$ cat src/rtl/pawg_pkg.sv
// Shared types and constants for the page-aligned window geometry block.
package pawg_pkg;

  localparam int unsigned W = 64;
  localparam int unsigned CFG_IDX_W = 8;
  localparam int unsigned ADDR_WIDTH_DEF = 64;

  localparam logic [W-1:0] PAGE_BYTES_RST = 64'd4096;
  localparam logic [W-1:0] MAX_WINDOW_RST = 64'd1073741824;

  localparam logic [CFG_IDX_W-1:0] REG_PAGE_BYTES = 8'd0;
  localparam logic [CFG_IDX_W-1:0] REG_MAX_WINDOW = 8'd1;

  localparam logic [2:0] ST_OK = 3'd0;
  localparam logic [2:0] ST_BAD_PAGE = 3'd1;
  localparam logic [2:0] ST_EMPTY = 3'd2;
  localparam logic [2:0] ST_TOO_LARGE = 3'd3;
  localparam logic [2:0] ST_PAST_EOF = 3'd4;
  localparam logic [2:0] ST_OVERFLOW = 3'd5;

  // one slot of the remainder chain
  typedef struct packed {
    logic         valid;
    logic [2:0]   status;
    logic [W-1:0] off;
    logic [W-1:0] eff;
    logic [W-1:0] rem_off;
    logic [W-1:0] rem_eff;
  } stage_t;

endpackage

$ cat src/rtl/pawg_cell.sv
// One restoring remainder step on both dividends, one dividend bit per cell.
module pawg_cell #(
  parameter int unsigned BIT = 63
) (
  input  logic                   clk,
  input  logic                   rst,
  input  logic                   en,
  input  logic [pawg_pkg::W-1:0] page_bytes,
  input  pawg_pkg::stage_t       din,
  output pawg_pkg::stage_t       dout
);

  logic [pawg_pkg::W:0] sh_off, sh_eff, sub_off, sub_eff;
  pawg_pkg::stage_t     dout_next;

  always_comb begin
    sh_off = {din.rem_off, din.off[BIT]};
    sh_eff = {din.rem_eff, din.eff[BIT]};
    sub_off = sh_off - {1'b0, page_bytes};
    sub_eff = sh_eff - {1'b0, page_bytes};
    dout_next = din;
    dout_next.rem_off = (sh_off >= {1'b0, page_bytes}) ? sub_off[pawg_pkg::W-1:0]
                                                       : sh_off[pawg_pkg::W-1:0];
    dout_next.rem_eff = (sh_eff >= {1'b0, page_bytes}) ? sub_eff[pawg_pkg::W-1:0]
                                                       : sh_eff[pawg_pkg::W-1:0];
  end

  always_ff @(posedge clk) begin
    if (rst) begin
      dout.valid <= 1'b0;
    end else if (en) begin
      dout.valid <= din.valid;
    end
    if (en) begin
      dout.status  <= dout_next.status;
      dout.off     <= dout_next.off;
      dout.eff     <= dout_next.eff;
      dout.rem_off <= dout_next.rem_off;
      dout.rem_eff <= dout_next.rem_eff;
    end
  end

endmodule

$ cat config.mk
export PLATFORM = sky130hd
export DESIGN_NAME = pawg_cell
export DESIGN_NICKNAME = d
export VERILOG_FILES = /design/src/rtl/pawg_pkg.sv /design/src/rtl/pawg_cell.sv
export SDC_FILE = /design/constraint.sdc
export NUM_CORES = 1
export LEC_CHECK = 0
export BUFFER_PORTS_ARGS = -buffer_cell sky130_fd_sc_hd__buf_2
export CAP_MARGIN = 20
export CELL_PAD_IN_SITES_DETAIL_PLACEMENT = 0
export CELL_PAD_IN_SITES_GLOBAL_PLACEMENT = 2
export CORE_ASPECT_RATIO = 0.7
export CORE_MARGIN = 2
export CORE_UTILIZATION = 33
export DETAILED_ROUTE_END_ITERATION = 8
export PLACE_DENSITY_LB_ADDON = 0.1
export REMOVE_ABC_BUFFERS = 1
export SLEW_MARGIN = 0
export SYNTH_ARGS = -nofsm -noshare
export SYNTH_HDL_FRONTEND = slang
export SYNTH_SLANG_ARGS = --single-unit
$ cat constraint.sdc
create_clock -name clk -period 9.5 [get_ports clk]
set_input_delay 0.95 -clock clk [delete_from_list [all_inputs] [get_ports clk]]
set_output_delay 0.95 -clock clk [all_outputs]
set_load 0.05 [all_outputs]
# Word-level counts from Yosys, hierarchy flattened
# Cells that the tools add are included.
[word_totals] register_bits=260
[op_classes] add_sub_neg=2 n_lt_le_gt_ge=2 muxes=2
[ops] operator="$ge A65 B64 Y1" n=2
[ops] operator="$mux W64" n=2
[ops] operator="$sub A64 B64 Y64" n=2

# Logic depth before layout (Yosys ltp)
[logic_depth] ltp_word=2 mapped_depth=17 mapped_depth_nobuf=16

# Least setup slack after synthesis
# OpenSTA, ideal clock, no wires.
[synth_timing] kind="input-to-reg" startpoint="input port page_bytes[23] in the netlist's numbering" endpoint="register dout[63] in the netlist's numbering, data pin" setup_ns=0.260 arrival_time_ns=3.924 t_required_ns=9.240 slack_ns=5.316 stages=14 n_path_buf=2 cell_sequence="inv_1 ha_1 buf_2 nand4_1 or4_1 a2111oi_2 o31ai_1 a211oi_1 nor3_1 o41ai_2 nand2_1 nand4_2 buf_4 mux2_2"
[synth_rtl] element="start: declaration" line="pawg_cell.sv:8" source="input logic [pawg_pkg::W-1:0] page_bytes,"
[synth_rtl] element="end: declaration" line="pawg_cell.sv:10" source="output pawg_pkg::stage_t dout"

==> flow_metrics.env <==
export IMPL_clkTransAtPathRegs_ps=60
export IMPL_reported_max_cap_violation_count=0
export IMPL_maxClockFrequency_ghz=0.197
export IMPL_synth_flop_cell="sky130_fd_sc_hd__edfxtp_1"
export IMPL_largest_register="dout"
export IMPL_drt_iter0_drc=1134
export IMPL_global_route_overflow_total=0
export IMPL_grt_setup_unrepaired="no"
export IMPL_holdBufCountCts=0
export IMPL_drc_errors=0
export IMPL_worst_endpoint_required_ps=9820
export IMPL_worstSetupEndpointType="flop"
export IMPL_slew_limit_headroom_pct=34.9
export IMPL_vdd_ir_drop_worst_mv=0.127
export IMPL_layout_core_utilization_pct=42.5
export IMPL_critical_path_top_cell_by_count="sky130_fd_sc_hd__a211oi_1"
export IMPL_grt_start_max_net_pins=160
export IMPL_wire_per_inst_um=22.5
export IMPL_globalRouteTotalUtil_pct=23.6
export IMPL_timing_final_setup_violations=0
export IMPL_fin_crit_ps=5080
export IMPL_design_core_area_um2=50600
export IMPL_drive_gt1_share_pct=30.0
export IMPL_synth_largest_type_area_fraction_pct=46.2
export IMPL_fin_nets=2710
export IMPL_fin_crit_sh_pct=53.4
export IMPL_top_level_ports=587
export IMPL_critical_path_top_delay_family="compound AO/OA/AOI/OAI gates"
export IMPL_tightest_slew_ps=977
export IMPL_drtAntennaViolNets=0
export IMPL_drv_slew=0
export IMPL_post_route_cell_area_um2=21500
export IMPL_nFillCells=5095
export IMPL_antenna_found_initial=8
export IMPL_crit_fanout=58
export IMPL_critPathSlowestCell="sky130_fd_sc_hd__a2111oi_2"
export IMPL_netlist_area_um2=16800
export IMPL_rrSetupSlack_ps=8910
export IMPL_worst_endpoint_data_arrival_time_ps=5400
export IMPL_synth_warning_count=0
export IMPL_post_cts_setup_buffer_count=0
export IMPL_synthesis_instances=1693
export IMPL_largestRegisters="dout (260)"
export IMPL_layout_area_overhead_vs_synth_pct=27.6
export IMPL_dpl_cell_area_um2=20400
export IMPL_flip_flop_and_latch_count_after_synthesis=260
export IMPL_tritoncts_num_buffers=29
export IMPL_clock_insertion_delay_worst_skew_ps=580
export IMPL_clk_path_buf_depth=3
export IMPL_ys_async_sr_fraction_pct=0
export IMPL_core_rowCount=69
export IMPL_synth_top_area_cell="sky130_fd_sc_hd__edfxtp_1"
export IMPL_die_h_um=193
export IMPL_critical_path_cell_chain="buf_2 -> inv_1 -> ha_1 -> nor2_1 -> a211oi_1 -> o211ai_1 -> a2111oi_2 -> o31ai_1 -> a211oi_1 -> nor3_1 -> o41ai_2 -> nand2_1 -> nand4_4 -> buf_4 -> mux2_1"
export IMPL_synth_cell_type_count=71
export IMPL_first_global_vias=14400
export IMPL_ctsHtreeMaxLevel=1
export IMPL_finalHoldViolations=0
export IMPL_globalplace_congestion=0.906
export IMPL_post_synth_edffs=259
export IMPL_die_width_um=274
export IMPL_power_leakage_nw=9.51
export IMPL_starting_density_pct=33.3
export IMPL_first_pass_iters=5
export IMPL_run_status="finished clean"
export IMPL_route_vias_total=15200
export IMPL_floorplan_die_area_um2=52900
export IMPL_numPortBuffers=586
export IMPL_min_path_type="reg2reg"
export IMPL_critPathBufInv=3
export IMPL_largest_register_ffs=260
export IMPL_clock_root_buffer="sky130_fd_sc_hd__clkbuf_16"
export IMPL_synth_top_cells_by_area="sky130_fd_sc_hd__edfxtp_1 46%, sky130_fd_sc_hd__ha_1 9.5%, sky130_fd_sc_hd__a21oi_1 7.2%"
export IMPL_dp_final_hpwl_mm=54.7
export IMPL_grt_pass1_wl_mm=93.2
export IMPL_timing_critical_path_slowest_cell_delay_ps=550
export IMPL_synthesis_area_per_instance_um2=9.95
export IMPL_clkSinkCount=260
export IMPL_tritoncts="yes"
export IMPL_seq_area_frac_synth_pct=46.3
export IMPL_finClkSkew_ps=0
export IMPL_wl_mm=66.3
export IMPL_setup_tns_final_ps=0
export IMPL_power_per_cell_area_nw_per_um2=196
export IMPL_vias_per_cell=5.15
export IMPL_timing_worst_setup_path_type="in2reg"
export IMPL_postCtsResizedCells=0
export IMPL_setup_worst_path_start_class="input pin"
==> worst reg2reg max path: stages (launching register included) <==
cell	delay, ps
sky130_fd_sc_hd__dfxtp_1	310
sky130_fd_sc_hd__mux2i_1	130
sky130_fd_sc_hd__nor2_1	50
==> layout make-up <==
type,instances,area [um^2],share of cell area (%)
Tap cell,674,843,3.92
Clock buffer,30,729,3.39
Sequential cell,260,7800,36.3
Clock inverter,24,315,1.47
Inverter,112,420,1.96
Timing Repair Buffer,596,3030,14.1
Antenna cell,4,10.0,0.0466
Multi-Input combinational cell,1254,8350,38.8
==> where the power goes <==
| part | total [mW] | switching, mW | internal [mW] |
|---|---|---|---|
| logic | 1.49 | 1.07 | 0.422 |
| clock network | 1.26 | 0.507 | 0.750 |
| registers | 1.48 | 0.0388 | 1.44 |
==> logic make-up after synthesis <==
group | after synthesis | share of synthesized area (%)
AOI/OAI and AO/OA | 532 | 19.4
xor gates and xnor gates | 119 | 6.19
adders and majority gates | 130 | 9.74
buffers and inverters | 179 | 4.30
DFF | 260 | 46.3
muxes | 33 | 2.18
and+or+nand+nor | 440 | 11.9
==> through the flow <==
stage / hold slack [ps] / instances / power [mW] / worst slack, ps
2_1_floorplan: 733 / 1626 / 2.53 / 2210
3_3_place_gp: 485 / 2896 / 2.98 / 4060
3_5_place_dp: 493 / 2896 / 2.98 / 3900
4_1_cts: 477 / 2950 / 4.26 / 4480
5_1_grt: 491 / 2952 / 4.41 / 4120
6_report: 506 / 2954 / 4.22 / 4420
==> Yosys cell counts (17+ instances only) <==
cell type	instances
sky130_fd_sc_hd__nand2b_1	17
sky130_fd_sc_hd__mux2_2	17
sky130_fd_sc_hd__nand3_1	23
sky130_fd_sc_hd__a21oi_1	241
sky130_fd_sc_hd__xor2_1	45
sky130_fd_sc_hd__edfxtp_1	259
sky130_fd_sc_hd__ha_1	128
sky130_fd_sc_hd__a21o_1	61
sky130_fd_sc_hd__nand4_1	39
sky130_fd_sc_hd__clkbuf_1	47
sky130_fd_sc_hd__inv_1	112
sky130_fd_sc_hd__nand2_1	109
sky130_fd_sc_hd__o21bai_1	33
sky130_fd_sc_hd__nor3_1	26
sky130_fd_sc_hd__o21ai_0	76
sky130_fd_sc_hd__nor2_1	175
sky130_fd_sc_hd__xnor2_1	74
==> cell usage in the layout (no fill, tap or decap), types with 4 or more instances in the layout <==
master and n:
sky130_fd_sc_hd__buf_2 585, sky130_fd_sc_hd__or3_1 6, sky130_fd_sc_hd__diode_2 4, sky130_fd_sc_hd__nand2b_1 17
sky130_fd_sc_hd__o211ai_1 9, sky130_fd_sc_hd__mux2_2 17, sky130_fd_sc_hd__clkinv_1 5, sky130_fd_sc_hd__o21a_1 15
sky130_fd_sc_hd__a211o_1 4, sky130_fd_sc_hd__and3_1 9, sky130_fd_sc_hd__buf_4 9, sky130_fd_sc_hd__ha_1 128
sky130_fd_sc_hd__a31oi_1 10, sky130_fd_sc_hd__xnor2_1 74, sky130_fd_sc_hd__o21ai_0 76, sky130_fd_sc_hd__a21boi_0 8
sky130_fd_sc_hd__nand3_1 23, sky130_fd_sc_hd__o31ai_1 8, sky130_fd_sc_hd__and2_1 4, sky130_fd_sc_hd__nand2_1 109
sky130_fd_sc_hd__nand4_1 39, sky130_fd_sc_hd__bufinv_16 7, sky130_fd_sc_hd__a21oi_2 8, sky130_fd_sc_hd__o31a_1 4
sky130_fd_sc_hd__nor3_1 26, sky130_fd_sc_hd__nor4_1 7, sky130_fd_sc_hd__a221oi_1 6, sky130_fd_sc_hd__nor2b_1 12
sky130_fd_sc_hd__mux2_1 13, sky130_fd_sc_hd__clkbuf_16 29, sky130_fd_sc_hd__xor2_1 45, sky130_fd_sc_hd__clkinvlp_4 6
sky130_fd_sc_hd__a211oi_1 12, sky130_fd_sc_hd__edfxtp_1 259, sky130_fd_sc_hd__nor2_1 175, sky130_fd_sc_hd__inv_1 112
sky130_fd_sc_hd__a21o_1 61, sky130_fd_sc_hd__a21oi_1 241, sky130_fd_sc_hd__o21bai_1 33
==> layer usage <==
metal / vias to the layer above / wire, um / global-route usage, %
met4: 4 / 981 / 4.01
met2: 544 / 29600 / 36.8
li1: 7369 / - / -
met5: - / 29 / 0
met1: 7245 / 31100 / 34.5
met3: 58 / 4600 / 4.21
==> final timing paths <==
path                               startpoint         to  depth (start not counted)
worst min register to register      dout[259]  dout[259]                          2
worst max-delay path            page_bytes[2]   dout[41]                         15
worst min-delay path                dout[259]  dout[259]                          2
worst max register to register      dout[259]  dout[259]                          2
Power figures use the tool's default switching activity.
